==> config.mk <==
export PLATFORM = sky130hd
export DESIGN_NAME = scrolling_seven_segment_multiplexer
export DESIGN_NICKNAME = d
export VERILOG_FILES = /design/src/sv/ssmux_pkg.sv /design/src/sv/scrolling_seven_segment_multiplexer.sv /design/src/sv/ssmux_msg_store.sv
export SDC_FILE = /design/constraint.sdc
export NUM_CORES = 1
export LEC_CHECK = 0
export ABC_CLOCK_PERIOD_IN_PS = 11400
export BUFFER_PORTS_ARGS = -buffer_cell sky130_fd_sc_hd__buf_2
export CORE_ASPECT_RATIO = 0.6
export CORE_MARGIN = 4
export CORE_UTILIZATION = 50
export CTS_CLUSTER_DIAMETER = 50
export DETAILED_ROUTE_END_ITERATION = 8
export PLACE_DENSITY = 0.77
export SLEW_MARGIN = 20
export SYNTH_ARGS = -nofsm -noshare
export SYNTH_HDL_FRONTEND = slang
export SYNTH_SLANG_ARGS = --single-unit
==> constraint.sdc <==
create_clock -name clk_i -period 11.4 [get_ports clk_i]
set_input_delay 1.71 -clock clk_i [delete_from_list [all_inputs] [get_ports clk_i]]
set_output_delay 1.71 -clock clk_i [all_outputs]
set_load 0.03 [all_outputs]
==> src/sv/ssmux_pkg.sv <==
// ----------------------------------------------------------------------------
// ssmux_pkg
// Shared constants, register indexes and the character font of the scrolling
// seven-segment marquee.
// ----------------------------------------------------------------------------
package ssmux_pkg;

  localparam int MESSAGE_DEPTH = 32;

  localparam int CFG_INDEX_W = 1;
  localparam int CFG_DATA_W  = 8;

  localparam logic [CFG_INDEX_W-1:0] CFG_MESSAGE_LENGTH = 1'd0;
  localparam logic [CFG_INDEX_W-1:0] CFG_DWELL_FRAMES   = 1'd1;

  localparam logic [5:0] MESSAGE_LENGTH_RESET = 6'd31;
  localparam logic [7:0] DWELL_FRAMES_RESET   = 8'd20;

  localparam logic [7:0] CHAR_SPACE = 8'h20;
  localparam logic [7:0] CHAR_A     = 8'h41;
  localparam logic [7:0] CHAR_Z     = 8'h5a;

  typedef logic [6:0] seg_t;

  // Return the glyph of code, or keep last for codes outside the font.
  function automatic seg_t font_decode(logic [7:0] code, seg_t last);
    seg_t res;
    res = last;
    if (code == CHAR_SPACE) begin
      res = 7'h00;
    end else if (code >= CHAR_A && code <= CHAR_Z) begin
      unique case (5'(code - CHAR_A))
        5'd0:    res = 7'h77;
        5'd1:    res = 7'h7c;
        5'd2:    res = 7'h39;
        5'd3:    res = 7'h5e;
        5'd4:    res = 7'h79;
        5'd5:    res = 7'h71;
        5'd6:    res = 7'h6f;
        5'd7:    res = 7'h76;
        5'd8:    res = 7'h19;
        5'd9:    res = 7'h1e;
        5'd10:   res = 7'h7a;
        5'd11:   res = 7'h38;
        5'd12:   res = 7'h37;
        5'd13:   res = 7'h54;
        5'd14:   res = 7'h3f;
        5'd15:   res = 7'h73;
        5'd16:   res = 7'h67;
        5'd17:   res = 7'h50;
        5'd18:   res = 7'h6d;
        5'd19:   res = 7'h78;
        5'd20:   res = 7'h1c;
        5'd21:   res = 7'h3e;
        5'd22:   res = 7'h1d;
        5'd23:   res = 7'h70;
        5'd24:   res = 7'h6e;
        5'd25:   res = 7'h29;
        default: res = last;
      endcase
    end
    return res;
  endfunction

endpackage

==> src/sv/scrolling_seven_segment_multiplexer.sv <==
// ----------------------------------------------------------------------------
// scrolling_seven_segment_multiplexer
// Four-digit multiplexed seven-segment marquee that scrolls a message ring.
//
//   channel  dir  handshake              payload
//   s_axis   in   tvalid/tready          tuser: action; tdata: slot, code, buttons
//   m_axis   out  tvalid/tready          tdata: digit select, segments, position
//   cfg      in   cfg_we_i               cfg_index_i, cfg_data_i
//
// One transaction per cycle while s_axis_tready is high; a tick result passes
// the message memory read at acceptance, then the output register, before it
// is offered. Loads give no result.
// Reset initialises all control state; unwritten message entries read as spaces.
// A stalled output holds one result and one more in the read stage, then
// s_axis_tready drops.
// ----------------------------------------------------------------------------
module scrolling_seven_segment_multiplexer #(
  parameter int MessageDepth = ssmux_pkg::MESSAGE_DEPTH
) (
  input  logic                              clk_i,
  input  logic                              rst_ni,
  input  logic                              s_axis_tvalid,
  output logic                              s_axis_tready,
  // [4:0] char_slot, [12:5] char_code, [13] button_forward,
  // [14] button_backward, [15] zero
  input  logic [15:0]                       s_axis_tdata,
  // [0] action
  input  logic                              s_axis_tuser,
  output logic                              m_axis_tvalid,
  input  logic                              m_axis_tready,
  // [3:0] digit_select, [10:4] segments, [15:11] scroll_position
  output logic [15:0]                       m_axis_tdata,
  input  logic                              cfg_we_i,
  input  logic [ssmux_pkg::CFG_INDEX_W-1:0] cfg_index_i,
  input  logic [ssmux_pkg::CFG_DATA_W-1:0]  cfg_data_i
);

  localparam int AddrW = $clog2(MessageDepth);
  localparam int RingTop = (MessageDepth < 32) ? MessageDepth : 32;
  localparam logic [5:0] RingTopW = 6'(RingTop);
  localparam logic [8:0] DepthW = 9'(MessageDepth);

  // Reduce v modulo len for v below eight times len.
  function automatic logic [5:0] mod_ring(logic [5:0] v, logic [5:0] len);
    logic [7:0] r;
    r = {2'd0, v};
    if (r >= {len, 2'd0}) begin
      r = r - {len, 2'd0};
    end
    if (r >= {1'b0, len, 1'b0}) begin
      r = r - {1'b0, len, 1'b0};
    end
    if (r >= {2'd0, len}) begin
      r = r - {2'd0, len};
    end
    return r[5:0];
  endfunction

  logic [5:0]  msg_len_q;
  logic [7:0]  dwell_frames_q;
  logic [4:0]  pos_q, pos_d;
  logic [1:0]  digit_q, digit_d;
  logic [11:0] dwell_cnt_q, dwell_cnt_d;
  logic        long_q, long_d;
  logic        back_q, back_d;
  ssmux_pkg::seg_t last_seg_q, seg_d;

  logic        s1_valid_q;
  logic [3:0]  s1_dsel_q;
  logic [4:0]  s1_pos_q;
  logic        out_valid_q;
  logic [15:0] out_data_q;

  logic        in_acc, tick_acc, load_acc, s1_adv;
  logic [4:0]  slot;
  logic [7:0]  code;
  logic        btn_fwd, btn_bwd;
  logic [5:0]  ring_len, pos_mod, idx_sum, idx;
  logic [7:0]  frames;
  logic [11:0] dwell_len, cnt_inc;
  logic [5:0]  pos_next;
  logic [8:0]  wr_ext, rd_ext;
  logic        wr_en;
  logic [7:0]  rd_data;

  assign slot    = s_axis_tdata[4:0];
  assign code    = s_axis_tdata[12:5];
  assign btn_fwd = s_axis_tdata[13];
  assign btn_bwd = s_axis_tdata[14];

  assign s1_adv        = s1_valid_q & (~out_valid_q | m_axis_tready);
  assign s_axis_tready = ~s1_valid_q | ~out_valid_q | m_axis_tready;
  assign in_acc        = s_axis_tvalid & s_axis_tready;
  assign tick_acc      = in_acc & ~s_axis_tuser;
  assign load_acc      = in_acc & s_axis_tuser;

  always_comb begin
    priority if (msg_len_q < 6'd4) begin
      ring_len = 6'd4;
    end else if (msg_len_q > RingTopW) begin
      ring_len = RingTopW;
    end else begin
      ring_len = msg_len_q;
    end

    back_d = back_q;
    long_d = long_q;
    if (dwell_cnt_q == '0) begin
      if (btn_fwd) back_d = 1'b0;
      if (btn_bwd) back_d = 1'b1;
      long_d = btn_fwd | btn_bwd;
    end

    digit_d = digit_q + 2'd1;
    pos_mod = mod_ring({1'b0, pos_q}, ring_len);
    idx_sum = pos_mod + {4'd0, digit_d};
    idx     = (idx_sum >= ring_len) ? idx_sum - ring_len : idx_sum;

    frames    = (dwell_frames_q == '0) ? 8'd1 : dwell_frames_q;
    dwell_len = long_d ? ({2'd0, frames, 2'd0} + {1'b0, frames, 3'd0})
                       : {2'd0, frames, 2'd0};
    cnt_inc   = dwell_cnt_q + 12'd1;

    if (back_d) begin
      pos_next = (pos_mod == '0) ? ring_len - 6'd1 : pos_mod - 6'd1;
    end else begin
      pos_next = (pos_mod + 6'd1 == ring_len) ? 6'd0 : pos_mod + 6'd1;
    end

    pos_d       = pos_q;
    dwell_cnt_d = cnt_inc;
    if (cnt_inc >= dwell_len) begin
      dwell_cnt_d = '0;
      pos_d       = pos_next[4:0];
    end
  end

  assign wr_ext = {4'd0, slot};
  assign rd_ext = {3'd0, idx};
  assign wr_en  = load_acc & (wr_ext < DepthW);

  ssmux_msg_store #(
    .MessageDepth(MessageDepth)
  ) u_store (
    .clk_i     (clk_i),
    .rst_ni    (rst_ni),
    .wr_en_i   (wr_en),
    .wr_addr_i (wr_ext[AddrW-1:0]),
    .wr_data_i (code),
    .rd_en_i   (tick_acc),
    .rd_addr_i (rd_ext[AddrW-1:0]),
    .rd_data_o (rd_data)
  );

  assign seg_d = ssmux_pkg::font_decode(rd_data, last_seg_q);

  always_ff @(posedge clk_i or negedge rst_ni) begin
    if (!rst_ni) begin
      msg_len_q      <= ssmux_pkg::MESSAGE_LENGTH_RESET;
      dwell_frames_q <= ssmux_pkg::DWELL_FRAMES_RESET;
    end else if (cfg_we_i) begin
      unique case (cfg_index_i)
        ssmux_pkg::CFG_MESSAGE_LENGTH: msg_len_q      <= cfg_data_i[5:0];
        ssmux_pkg::CFG_DWELL_FRAMES:   dwell_frames_q <= cfg_data_i;
        default: ;
      endcase
    end
  end

  always_ff @(posedge clk_i or negedge rst_ni) begin
    if (!rst_ni) begin
      pos_q       <= '0;
      digit_q     <= '0;
      dwell_cnt_q <= '0;
      long_q      <= 1'b0;
      back_q      <= 1'b0;
      s1_valid_q  <= 1'b0;
      last_seg_q  <= '0;
      out_valid_q <= 1'b0;
    end else begin
      if (tick_acc) begin
        pos_q       <= pos_d;
        digit_q     <= digit_d;
        dwell_cnt_q <= dwell_cnt_d;
        long_q      <= long_d;
        back_q      <= back_d;
      end
      if (tick_acc) begin
        s1_valid_q <= 1'b1;
      end else if (s1_adv) begin
        s1_valid_q <= 1'b0;
      end
      if (s1_adv) begin
        last_seg_q  <= seg_d;
        out_valid_q <= 1'b1;
      end else if (m_axis_tready) begin
        out_valid_q <= 1'b0;
      end
    end
  end

  always_ff @(posedge clk_i) begin
    if (tick_acc) begin
      s1_dsel_q <= 4'b0001 << digit_d;
      s1_pos_q  <= pos_q;
    end
    if (s1_adv) begin
      out_data_q <= {s1_pos_q, seg_d, s1_dsel_q};
    end
  end

  assign m_axis_tvalid = out_valid_q;
  assign m_axis_tdata  = out_data_q;

endmodule

==> src/sv/ssmux_msg_store.sv <==
// ----------------------------------------------------------------------------
// ssmux_msg_store
// Message character memory: one write port, one registered read port, and a
// valid bit per entry so that unwritten entries read as a space.
// ----------------------------------------------------------------------------
module ssmux_msg_store #(
  parameter int MessageDepth = ssmux_pkg::MESSAGE_DEPTH,
  localparam int AddrW = $clog2(MessageDepth)
) (
  input  logic             clk_i,
  input  logic             rst_ni,
  input  logic             wr_en_i,
  input  logic [AddrW-1:0] wr_addr_i,
  input  logic [7:0]       wr_data_i,
  input  logic             rd_en_i,
  input  logic [AddrW-1:0] rd_addr_i,
  output logic [7:0]       rd_data_o
);

  logic [7:0]              mem_q [MessageDepth];
  logic [MessageDepth-1:0] valid_q;
  logic [7:0]              rd_data_q;
  logic                    rd_valid_q;

  always_ff @(posedge clk_i) begin
    if (wr_en_i) begin
      mem_q[wr_addr_i] <= wr_data_i;
    end
    if (rd_en_i) begin
      rd_data_q <= mem_q[rd_addr_i];
    end
  end

  always_ff @(posedge clk_i or negedge rst_ni) begin
    if (!rst_ni) begin
      valid_q    <= '0;
      rd_valid_q <= 1'b0;
    end else begin
      if (wr_en_i) begin
        valid_q[wr_addr_i] <= 1'b1;
      end
      if (rd_en_i) begin
        rd_valid_q <= valid_q[rd_addr_i];
      end
    end
  end

  assign rd_data_o = rd_valid_q ? rd_data_q : ssmux_pkg::CHAR_SPACE;

endmodule

* Yosys cells after proc, flatten, opt, wreduce, memory -nomap -nowiden
Memory sizes are Yosys's and may differ from the RTL's. A register that Yosys moved wholly into a read port is not among the register bits.
Index checks and enable logic that the tools add are counted.
** Cells by class
- Add/subtract/negate cells :: 12
- Multipliers :: 0
- Divide/modulo/power cells :: 0
- Order comparisons :: 13
- Eq/ne operators :: 27
- Shift-type cells :: 1
- Multiplexer cells :: 30
- Bitwise gates (word level) :: 14
- Reductions and logical operators :: 11
** Operators with widths (count)
- 7-bit case mux with 26 select lines :: 1
- 5-bit equality test (second input constant) :: 10
- 5-bit by 4-bit equality test with 1-bit output (second input constant) :: 8
- 8-bit two-way mux :: 4
- 32-bit OR :: 1
- 12-bit two-way mux :: 2
- 5-bit by 3-bit equality test with 1-bit output (second input constant) :: 4
- 5-bit two-way mux :: 4
- 5-bit by 6-bit less-than comparator with 1-bit output (second input constant) :: 3
- 6-bit two-way mux :: 3
- 5-bit by 1-bit subtractor with 5-bit output (second input constant) :: 3
- 7-bit two-way mux :: 2
- 10-bit by 11-bit adder with 12-bit output :: 1
- 12-bit by 1-bit adder with 12-bit output (second input constant) :: 1
- 12-bit greater-or-equal comparator :: 1
- 12-bit logical NOT :: 1
- 1-bit two-way mux :: 12
- 5-bit by 2-bit equality test with 1-bit output (second input constant) :: 2
- 8-bit by 6-bit equality test with 1-bit output (second input constant) :: 1
- 5-bit by 8-bit greater-or-equal comparator with 1-bit output :: 1
- 8-bit by 6-bit greater-or-equal comparator with 1-bit output :: 1
- 8-bit by 7-bit greater-or-equal comparator with 1-bit output :: 1
- 8-bit by 7-bit greater-or-equal comparator with 1-bit output (second input constant) :: 1
- 8-bit by 7-bit <= comparator with 1-bit output (second input constant) :: 1
- 25 further kinds :: 39
** Word-level totals
- Flip-flop bits (word level) :: 102
- Bits in latches :: 0
- Bits in writable memories :: 256
- Memory bits (read-only) :: 0
- Input bits :: 31
- Memories :: 1
** Memory list
- u_store.mem_q :: words 32, width 8, read ports 1, clocked after Yosys merged registers in 1, write ports 1, line ssmux_msg_store.sv:20 : logic [7:0] mem_q [MessageDepth];

* Logic depth before layout (Yosys ltp)
Gate-level depths: netlist of run 1.
- Depth in word-level cells :: 14
- Depth in mapped cells :: 46

* Cells and area by module
Synthesis of run 1 repeated with hierarchy kept, for this count alone.
** Second synthesis, totals
- Cells, all modules :: 1233
- Area total of the unflattened synthesis :: 17581.9 um^2
** Modules (own cells, without submodules)
- ssmux_msg_store :: instances 1, cells an instance 535, area each 11523.6 um^2
- scrolling_seven_segment_multiplexer :: instances 1, cells an instance 698, area each 6058.3 um^2

* Least setup slack after synthesis of run 1
No wires, ideal clock.
- Path type :: flip-flop to flip-flop
- Start :: reg msg_len_q[3]
- End :: reg u_store.rd_data_q[0] (read register of u_store.mem_q), data pin
- Setup time :: 264 ps
- Arrival :: 9378 ps
- Setup slack :: 1758 ps
- Cell stages (with the launch flop) :: 45
- Cell sequence :: dfstp_2 nor3_1 nor2_1 and2_1 clkbuf_1 ha_1 inv_1 fa_1 o21ai_0 a21oi_1 mux2i_1 inv_1 ha_1 nor2b_1 o31a_1 o31a_1 nor2_2 nand2_1 [9 not listed] mux2i_1 ha_1 fa_1 xnor2_1 ha_1 nor2b_1 o21ai_0 nand2b_1 a41o_1 a21o_1 a21oi_2 mux2_2 buf_4 buf_4 mux4_2 mux2_2 o211ai_1 o21ai_0
** On the way
- Cells in the longest elaborated chain, start to end :: 12
** Ends and longest elaborated chain
- start: declaration :: line scrolling_seven_segment_multiplexer.sv:59 : logic [5:0] msg_len_q;
- start signal: assignment :: line scrolling_seven_segment_multiplexer.sv:159 : msg_len_q <= ssmux_pkg::MESSAGE_LENGTH_RESET;
- start signal: assignment :: line scrolling_seven_segment_multiplexer.sv:163 : ssmux_pkg::CFG_MESSAGE_LENGTH: msg_len_q <= cfg_data_i[5:0];
- 6-bit greater-than comparator :: line scrolling_seven_segment_multiplexer.sv:100 : end else if (msg_len_q > RingTopW) begin
- 6-bit two-way mux :: line scrolling_seven_segment_multiplexer.sv:100
- 6-bit two-way mux (*) :: line scrolling_seven_segment_multiplexer.sv:98 : priority if (msg_len_q < 6'd4) begin
- 5-bit by 8-bit subtractor with 8-bit output / 5-bit by 8-bit greater-or-equal comparator with 1-bit output (equally long branches) :: line scrolling_seven_segment_multiplexer.sv:48, scrolling_seven_segment_multiplexer.sv:47
- 8-bit two-way mux :: line scrolling_seven_segment_multiplexer.sv:47 : if (r >= {len, 2'd0}) begin
- 8-bit by 7-bit subtractor with 8-bit output / 8-bit by 7-bit greater-or-equal comparator with 1-bit output (equally long branches) :: line scrolling_seven_segment_multiplexer.sv:51, scrolling_seven_segment_multiplexer.sv:50
- 8-bit two-way mux :: line scrolling_seven_segment_multiplexer.sv:50 : if (r >= {1'b0, len, 1'b0}) begin
- 8-bit by 6-bit greater-or-equal comparator with 1-bit output / 6-bit subtractor (equally long branches) :: line scrolling_seven_segment_multiplexer.sv:53, scrolling_seven_segment_multiplexer.sv:54
- 6-bit two-way mux :: line scrolling_seven_segment_multiplexer.sv:53 : if (r >= {2'd0, len}) begin
- 6-bit by 2-bit adder with 6-bit output :: line scrolling_seven_segment_multiplexer.sv:116 : idx_sum = pos_mod + {4'd0, digit_d};
- 5-bit subtractor / 6-bit greater-or-equal comparator (equally long branches) :: line scrolling_seven_segment_multiplexer.sv:117 : idx = (idx_sum >= ring_len) ? idx_sum - ring_len : idx_sum;
- 5-bit two-way mux (*) :: line scrolling_seven_segment_multiplexer.sv:117
- end: declaration :: line ssmux_msg_store.sv:22 : logic [7:0] rd_data_q;
Mark *: on every way between the ends. The rest lies on a longest branch, timed or not.
A chain may end at the register's enable or synchronous reset.

* Worst setup path in the final report of run 1
- Start :: reg msg_len_q[4]
- End :: reg u_store.rd_data_q[3] (read register of u_store.mem_q), data pin
The elaborated chain is that of the path after synthesis.

==> results of run 1 <==
==> cells by family after synthesis <==
family	after synthesis	share of synthesized area, %
DFF	366	61.3
and+or+nand+nor	320	9.23
AOI/OAI and AO/OA	196	7.42
muxes	143	13.8
buffers and inverters	85	2.18
adders and majority gates	55	4.19
xor gates and xnor gates	37	1.87
==> layer usage <==
layer | wire length [µm] | vias up
li1 | - | 4711
met1 | 17500 | 5290
met2 | 17200 | 355
met3 | 3370 | 47
met4 | 540 | 0
met5 | 0 | -
==> final timing paths <==
check,to,slack (ns),cells after the start
setup reg to reg,u_store.rd_data_q[3],0.74,44
setup / recovery,u_store.rd_data_q[3],0.74,44
min in group asynchronous,u_store.valid_q[28],0.99,1
max in group asynchronous,u_store.valid_q[23],9.22,2
hold reg to reg,m_axis_tdata[3],0.41,0
hold / removal,m_axis_tdata[3],0.41,0
==> cells in the mapped netlist (all sizes together), types with 23 or more instances <==
cell type	n	area (µm²)
mux2	36	405
nand2	85	319
o21ai	61	305
xnor2	23	201
mux2i	35	367
a21oi	49	260
mux4	72	1620
dfrtp	70	1750
edfxtp	289	8680
or2	39	244
buf	23	144
nor2	95	377
clkbuf	25	95.1
ha	50	626
inv	37	139
==> stage by stage <==
step	hold slack [ns]	instance area [µm²]	util (%)	setup WS, ns	instances
4_1_cts	0.412	19300	56.8	0.707	1751
3_3_place_gp	0.404	18200	53.5	0.886	1689
6_report	0.414	19300	56.9	0.745	1751
3_5_place_dp	0.405	18200	53.5	0.816	1689
5_1_grt	0.406	19300	56.9	0.0639	1751
2_1_floorplan	0.400	17300	-	1.76	1202
==> final cells by class <==
type / count / area, µm²
repair buffers: 76 / 493
clock inverters: 19 / 205
multi-input cells: 751 / 6350
fillers: 2634 / 14600
flip-flops and latches: 366 / 10600
well taps: 459 / 574
inverters: 37 / 139
clock buffers: 43 / 947
==> flip-flops by register name (all words and copies together), names as in the netlist <==
name	cells
back_q	1
digit_q	2
dwell_cnt_q	12
dwell_frames_q	8
last_seg_q	7
long_q	1
m_axis_tdata	16
m_axis_tvalid	1
msg_len_q	6
pos_q	5
s1_dsel_q	4
s1_pos_q	5
s1_valid_q	1
u_store.mem_q	256
u_store.rd_data_q	8
u_store.rd_valid_q	1
u_store.valid_q	32
==> flow_summary.json, run 1 <==
{
  "slew_headroom_pct": 27.5,
  "hold_path_class": "reg -> reg",
  "cp_common_cell": "buf_4",
  "coreArea_um2": 34000,
  "portBuffers": 47,
  "grt_antenna_before_repair": 0,
  "cts_sinks": 366,
  "crit_buf_inv": 6,
  "cts_tree": "done",
  "period_share_pct": 93.5,
  "startpoint_type": "register",
  "grt_pass1_wl_mm": 60.1,
  "row_count": 52,
  "netlist_instances": 1202,
  "busiest_layer": "met1",
  "clockBufferDepth": 3,
  "yosysSeqAreaShare_pct": 61.3,
  "synth_cell_types": 81,
  "worstSetupPathType": "reg -> reg",
  "gp_congestion": 0.920,
  "htree_num_levels": 2,
  "via_count": 10400,
  "crit_family": "compound AO/OA/AOI/OAI gates",
  "layout_common_cells": "edfxtp_1 (289), nor2_1 (90), nand2_1 (85)",
  "n_antenna_cell": 0,
  "numCtsBuffers": 35,
  "fin_skew_ns": 0.0247,
  "yosys_warnings": 0,
  "endpoint_kind": "register",
  "fmax_mhz": 93.8,
  "wire_per_inst_um": 22.0,
  "die_y_um": 152,
  "routed_via_density": 5.94,
  "drt_iter0_drc": 1051,
  "syn_avg_cell_area_um2": 14.4,
  "fin_tns_setup_ns": 0,
  "area_delta_synth_final_pct": 11.6,
  "met1_usage_pct": 31.9,
  "synth_nets": 1288,
  "hold_violations": 0,
  "r2r_start": "msg_len_q[4]",
  "drive_gt1_share_pct": 23.5,
  "min_period_ns": 10.66,
  "insertion_delay_ns": 0.54,
  "critPathSlowestCell": "dfstp_2",
  "clk_pin_slew_ns": 0.07,
  "cap_violations": 0,
  "grt_max_degree": 70,
  "postCtsHoldBufs": 0,
  "path_max_fanout": 18,
  "cp_slowest_stage_delay_ns": 0.61,
  "tightest_slew_ns": 1.08,
  "dieArea_um2": 37800,
  "initial_core_util_pct": 51.0,
  "track_usage_pct": 20.5,
  "wirelength_mm": 38.6,
  "dp_hpwl_mm": 26.1,
  "crit_arrival_ns": 10.91,
  "required_ns": 11.66,
  "drtAntennaViolNets": 0,
  "cts-root-buf": "clkbuf_16",
  "route.detailed.drc": 0,
  "slew_viol_final": 0,
  "io_pins": 49,
  "use_met3_pct": 5.26,
  "dieWidth_um": 248,
  "cts_setup_buffers": 0,
  "grt_pass1_vias": 10300,
  "dr.pass1.iters": 5,
  "async_flop_share_pct": 21.0,
  "syn_area_um2": 17300,
  "min_from": "s1_dsel_q[3]",
  "rsz0062_at_grt": "false",
  "met2_usage_pct": 29.8,
  "setup_viol": 0,
  "synth_edf_count": 289,
  "grt_overflow": 0,
  "synthFlopType": "edfxtp_1",
  "run_status": "completed",
  "post_cts_resized": 0,
  "worstSetupStartpoint": "msg_len_q[4]",
  "final_nets": 1353,
  "ys_ff_latch": 366,
  "mostFrequentLayoutCell": "edfxtp_1"
}
Power of run 1 is not shown: default switching activity piles up to over one toggle a cycle in this logic, so the estimate is an artifact.
==> run 2: changes to the inputs <==
--- a/config.mk
+++ b/config.mk
@@ -13,6 +13,7 @@
 export CTS_CLUSTER_DIAMETER = 50
 export DETAILED_ROUTE_END_ITERATION = 8
 export PLACE_DENSITY = 0.77
+export RECOVER_POWER = 100
 export SLEW_MARGIN = 20
 export SYNTH_ARGS = -nofsm -noshare
 export SYNTH_HDL_FRONTEND = slang
==> run 2 against run 1 <==
- the run now ends with max-capacitance violations, max-slew violations left
- global-route usage is the same
- design area down 0.40%
- flip-flop and latch count unchanged
- maximum frequency is 0.25% higher
- clock skew decreased by 0.0015 ns
- worst hold slack worse by 0.00065 ns
- critical path depth did not move
- core utilization decreased by 0.23 points
- largest cell class unchanged
==> flow_summary.json, run 2 (synthesis results as in run 1) <==
{
  "cts_sinks": 366,
  "rsz0062_at_grt": "false",
  "portBuffers": 47,
  "mostFrequentLayoutCell": "edfxtp_1",
  "critPathSlowestCell": "dfstp_2",
  "violations": "max-capacitance violations, max-slew violations",
  "htree_num_levels": 2,
  "drt_iter0_drc": 1161,
  "grt_pass1_wl_mm": 60.1,
  "dieWidth_um": 248,
  "slew_viol_final": 159,
  "grt_max_degree": 70,
  "period_share_pct": 93.2,
  "grt_antenna_before_repair": 0,
  "routed_via_density": 5.96,
  "cp_slowest_stage_delay_ns": 0.61,
  "required_ns": 11.66,
  "layout_common_cells": "edfxtp_1 (289), nor2_1 (91), nand2_1 (85)",
  "fin_tns_setup_ns": 0,
  "fmax_mhz": 94.1,
  "route.detailed.drc": 0,
  "initial_core_util_pct": 51.0,
  "dr.pass1.iters": 5,
  "drtAntennaViolNets": 0,
  "grt_overflow": 0,
  "largest_register_ffs": 256,
  "track_usage_pct": 20.5,
  "clockBufferDepth": 3,
  "run_status": "finished with violations",
  "fin_skew_ns": 0.0232,
  "worstSetupPathType": "reg -> reg",
  "crit_arrival_ns": 10.89,
  "regMostFlops": "u_store.mem_q",
  "gp_congestion": 0.920,
  "wire_per_inst_um": 22.1,
  "io_pins": 49,
  "insertion_delay_ns": 0.54,
  "cap_violations": 4,
  "fill_cells": 2649,
  "path_max_fanout": 13,
  "cts_tree": "done",
  "n_antenna_cell": 0,
  "drive_gt1_share_pct": 20.7,
  "dieArea_um2": 37800,
  "area_delta_synth_final_pct": 11.1,
  "setup_viol": 0,
  "startpoint_type": "register",
  "coreArea_um2": 34000,
  "via_count": 10400,
  "numCtsBuffers": 35,
  "dp_hpwl_mm": 26.1,
  "hold_path_class": "reg -> reg",
  "die_y_um": 152,
  "fin_util_pct": 56.7,
  "min_period_ns": 10.63,
  "final_nets": 1353,
  "regArea_um2": 10600,
  "tightest_slew_ns": 3.97,
  "multi_input_area_um2": 6320,
  "wirelength_mm": 38.6,
  "row_count": 52,
  "clk_pin_slew_ns": 0.07,
  "grt_pass1_vias": 10300,
  "hold_violations": 0,
  "endpoint_kind": "register",
  "slew_headroom_pct": -165,
  "cts-root-buf": "clkbuf_16"
}
## run 2: path summary, 6_finish.rpt
kind | cells past startpoint | end | from | slack [ns]
max reg2reg | 44 | u_store.rd_data_q[3] | msg_len_q[4] | 0.77
min reg2reg | 0 | m_axis_tdata[3] | s1_dsel_q[3] | 0.41
max | 44 | u_store.rd_data_q[3] | msg_len_q[4] | 0.77
max in group asynchronous | 2 | u_store.valid_q[23] | rst_ni | 6.10
min | 0 | m_axis_tdata[3] | s1_dsel_q[3] | 0.41
min in group asynchronous | 1 | u_store.valid_q[28] | rst_ni | 1.12
## run 2: repair_timing
action | 4_1_cts | 5_1_grt
endpoints found under the setup margin | 0 | 8
gates resized for setup | 0 | 2
hold buffers | 0 | 0
hold endpoints to repair | 0 | 0
setup buffers | 0 | 0
## run 2: through the flow
stage | setup slack (ns) | area [µm²] | instances | hold WS (ns)
final | 0.771 | 19200 | 1751 | 0.413
after global routing | 0.0458 | 19200 | 1751 | 0.406
after CTS | 0.707 | 19300 | 1751 | 0.412
after detailed placement | 0.816 | 18200 | 1689 | 0.405
after global placement | 0.886 | 18200 | 1689 | 0.404
after floorplan | 1.76 | 17300 | 1202 | 0.400
## run 2: routing by layer
metal	wire length (µm)	track usage [%]
met5	0	0
met4	503	3.79
met2	17200	29.8
met1	17300	31.9
met3	3560	5.26
## run 2: worst max-delay path: cells and delay by family (launching register included)
family	cells	cell delay, ns
xor+xnor	1	0.30
compound gates	13	2.79
buf+inv	5	0.99
simple gates	16	2.37
fa+ha+maj	5	1.76
mux	4	1.51
flops	1	0.61
## run 2: layout make-up
cell class,instances,share of cell area (%)
multi-input combinational,751,32.9
timing repair buffer,76,2.29
sequential,366,55.2
clock inverter,19,1.07
inverter,37,0.722
clock buffer,43,4.92
tap,459,2.98
Power of run 2 is left out for the same reason.
==> run 3: changes to the inputs <==
--- a/config.mk
+++ b/config.mk
@@ -8,7 +8,7 @@
 export ABC_CLOCK_PERIOD_IN_PS = 11400
 export BUFFER_PORTS_ARGS = -buffer_cell sky130_fd_sc_hd__buf_2
 export CORE_ASPECT_RATIO = 0.6
-export CORE_MARGIN = 4
+export CORE_MARGIN = 2
 export CORE_UTILIZATION = 50
 export CTS_CLUSTER_DIAMETER = 50
 export DETAILED_ROUTE_END_ITERATION = 8
==> run 3 against run 2 <==
- the flow still finishes with violations (max-capacitance violations, max-slew violations)
- design area increased by 0.29%
- flip-flop and latch count stayed put
- non-clock buffer count increased by 2
- critical path depth shrank 3
- via count grew 0.79%
- routed wire length shrank 0.82%
- sequential share of layout area down 0.16 points
==> flow_summary.json, run 3 (synthesis results as in run 1) <==
{
  "required_ns": 11.66,
  "min_path_cells": 0,
  "grt_pass1_vias": 10300,
  "clk_pin_slew_ns": 0.07,
  "via_count": 10500,
  "postCtsHoldBufs": 0,
  "fmax_mhz": 90.7,
  "rr_worst_depth": 41,
  "regMostFlops": "u_store.mem_q",
  "grt_overflow": 0,
  "cts-root-buf": "clkbuf_16",
  "min_from": "s1_pos_q[3]",
  "multi_input_area_um2": 6320,
  "layout_common_cells": "edfxtp_1 (289), nor2_1 (91), nand2_1 (85)",
  "r2r_slack_ns": 0.38,
  "htree_num_levels": 2,
  "final_nets": 1355,
  "place_worst_setup_slack_ns": 0.446,
  "critPathSlowestCell": "dfstp_2",
  "drt_iter0_drc": 1326,
  "io_pins": 49,
  "grt_pass1_wl_mm": 60.1,
  "wire_per_inst_um": 21.8,
  "cap_violations": 3,
  "mostFrequentLayoutCell": "edfxtp_1",
  "largest_register_ffs": 256,
  "crit_arrival_ns": 11.28,
  "timing.hold.ws_ns": 0.411,
  "setup_viol": 0,
  "hold_violations": 0,
  "initial_core_util_pct": 51.1,
  "route.detailed.drc": 0,
  "drtAntennaViolNets": 0,
  "worstSetupPathType": "reg -> reg",
  "n_antenna_cell": 0,
  "finalNonFillerCells": 1754,
  "grt_max_degree": 69,
  "placed_cells": 1685,
  "run_status": "finished with violations",
  "area_delta_synth_final_pct": 11.4,
  "fill_cells": 2596,
  "slew_viol_final": 139,
  "period_share_pct": 96.7,
  "path_max_fanout": 9,
  "reg2reg_to": "u_store.rd_data_q[6]",
  "gp_congestion": 0.905,
  "dieArea_um2": 36200,
  "wirelength_mm": 38.3,
  "violations": "max-capacitance violations, max-slew violations",
  "track_usage_pct": 21.7,
  "hold_path_class": "reg -> reg",
  "portBuffers": 47,
  "slew_headroom_pct": -174,
  "r2r_start": "msg_len_q[4]",
  "cp_common_cell": "ha_1",
  "dr.pass1.iters": 7,
  "min_period_ns": 11.02,
  "endpoint_kind": "register",
  "dp_hpwl_mm": 25.5,
  "dieWidth_um": 244,
  "fin_util_pct": 56.9,
  "cts_tree": "done",
  "die_y_um": 148,
  "cp_slowest_stage_delay_ns": 0.60,
  "tightest_slew_ns": 4.11,
  "insertion_delay_ns": 0.53,
  "startpoint_type": "register",
  "grt_antenna_before_repair": 0,
  "drive_gt1_share_pct": 20.6,
  "routed_via_density": 6.00,
  "coreArea_um2": 33900,
  "setup_slack_ns": 0.380,
  "row_count": 52,
  "regArea_um2": 10600,
  "fin_skew_ns": 0.0229,
  "cts_sinks": 366,
  "hold_end": "m_axis_tdata[14]",
  "clockBufferDepth": 3,
  "numCtsBuffers": 35
}
run 3: area by class of cell:
cell class | count | share of cell area [%]
Sequential cell | 366 | 55.0
Multi-Input combinational cell | 751 | 32.7
Clock buffer | 45 | 5.06
Tap cell | 459 | 2.98
Timing Repair Buffer | 78 | 2.50
Clock inverter | 18 | 1.02
Inverter | 37 | 0.720
run 3: metal layers:
metal / GRT usage, % / part of all wire [%] / vias up
li1: - / - / 4719
met4: 5.18 / 2.2 / 0
met2: 31.2 / 43 / 444
met5: 0 / 0 / -
met1: 33.8 / 45 / 5283
met3: 4.67 / 9.2 / 70
run 3: worst max-delay path by stage:
stage                       startpoint                    to  slack, ns  cells past startpoint
final                     msg_len_q[4]  u_store.rd_data_q[6]       0.38                     41
after global routing      msg_len_q[4]  u_store.rd_data_q[1]      -0.05                     40
after CTS                 msg_len_q[4]  u_store.rd_data_q[1]       0.29                     40
after detailed placement  msg_len_q[4]  u_store.rd_data_q[1]       0.45                     40
after global placement    msg_len_q[4]  u_store.rd_data_q[1]       0.76                     40
after floorplan           msg_len_q[3]  u_store.rd_data_q[0]       1.76                     44
run 3: repair_timing:
item	4_1_cts	5_1_grt
buffers inserted	0	6
setup endpoints to repair	0	9
resized for setup	0	1
run 3: through the flow:
step                TNS [ns]  cell area (µm²)
CTS                        0            19300
finish                     0            19300
detailed placement         0            18100
global route          -0.241            19300
floorplan                  0            17300
global placement           0            18100
run 3: worst max-delay path, delay by kind of cell, from the launching register on:
| kind | cells | cell delay [ns] |
|---|---|---|
| AND/OR/NAND/NOR | 15 | 2.67 |
| XOR/XNOR | 1 | 0.37 |
| multiplexers | 6 | 2.06 |
| AO/OA/AOI/OAI | 11 | 2.76 |
| adder cells (fa/ha/maj) | 5 | 1.91 |
| flip-flops | 1 | 0.60 |
| buffers and inverters | 3 | 0.37 |
Power of run 3 is left out for the same reason.
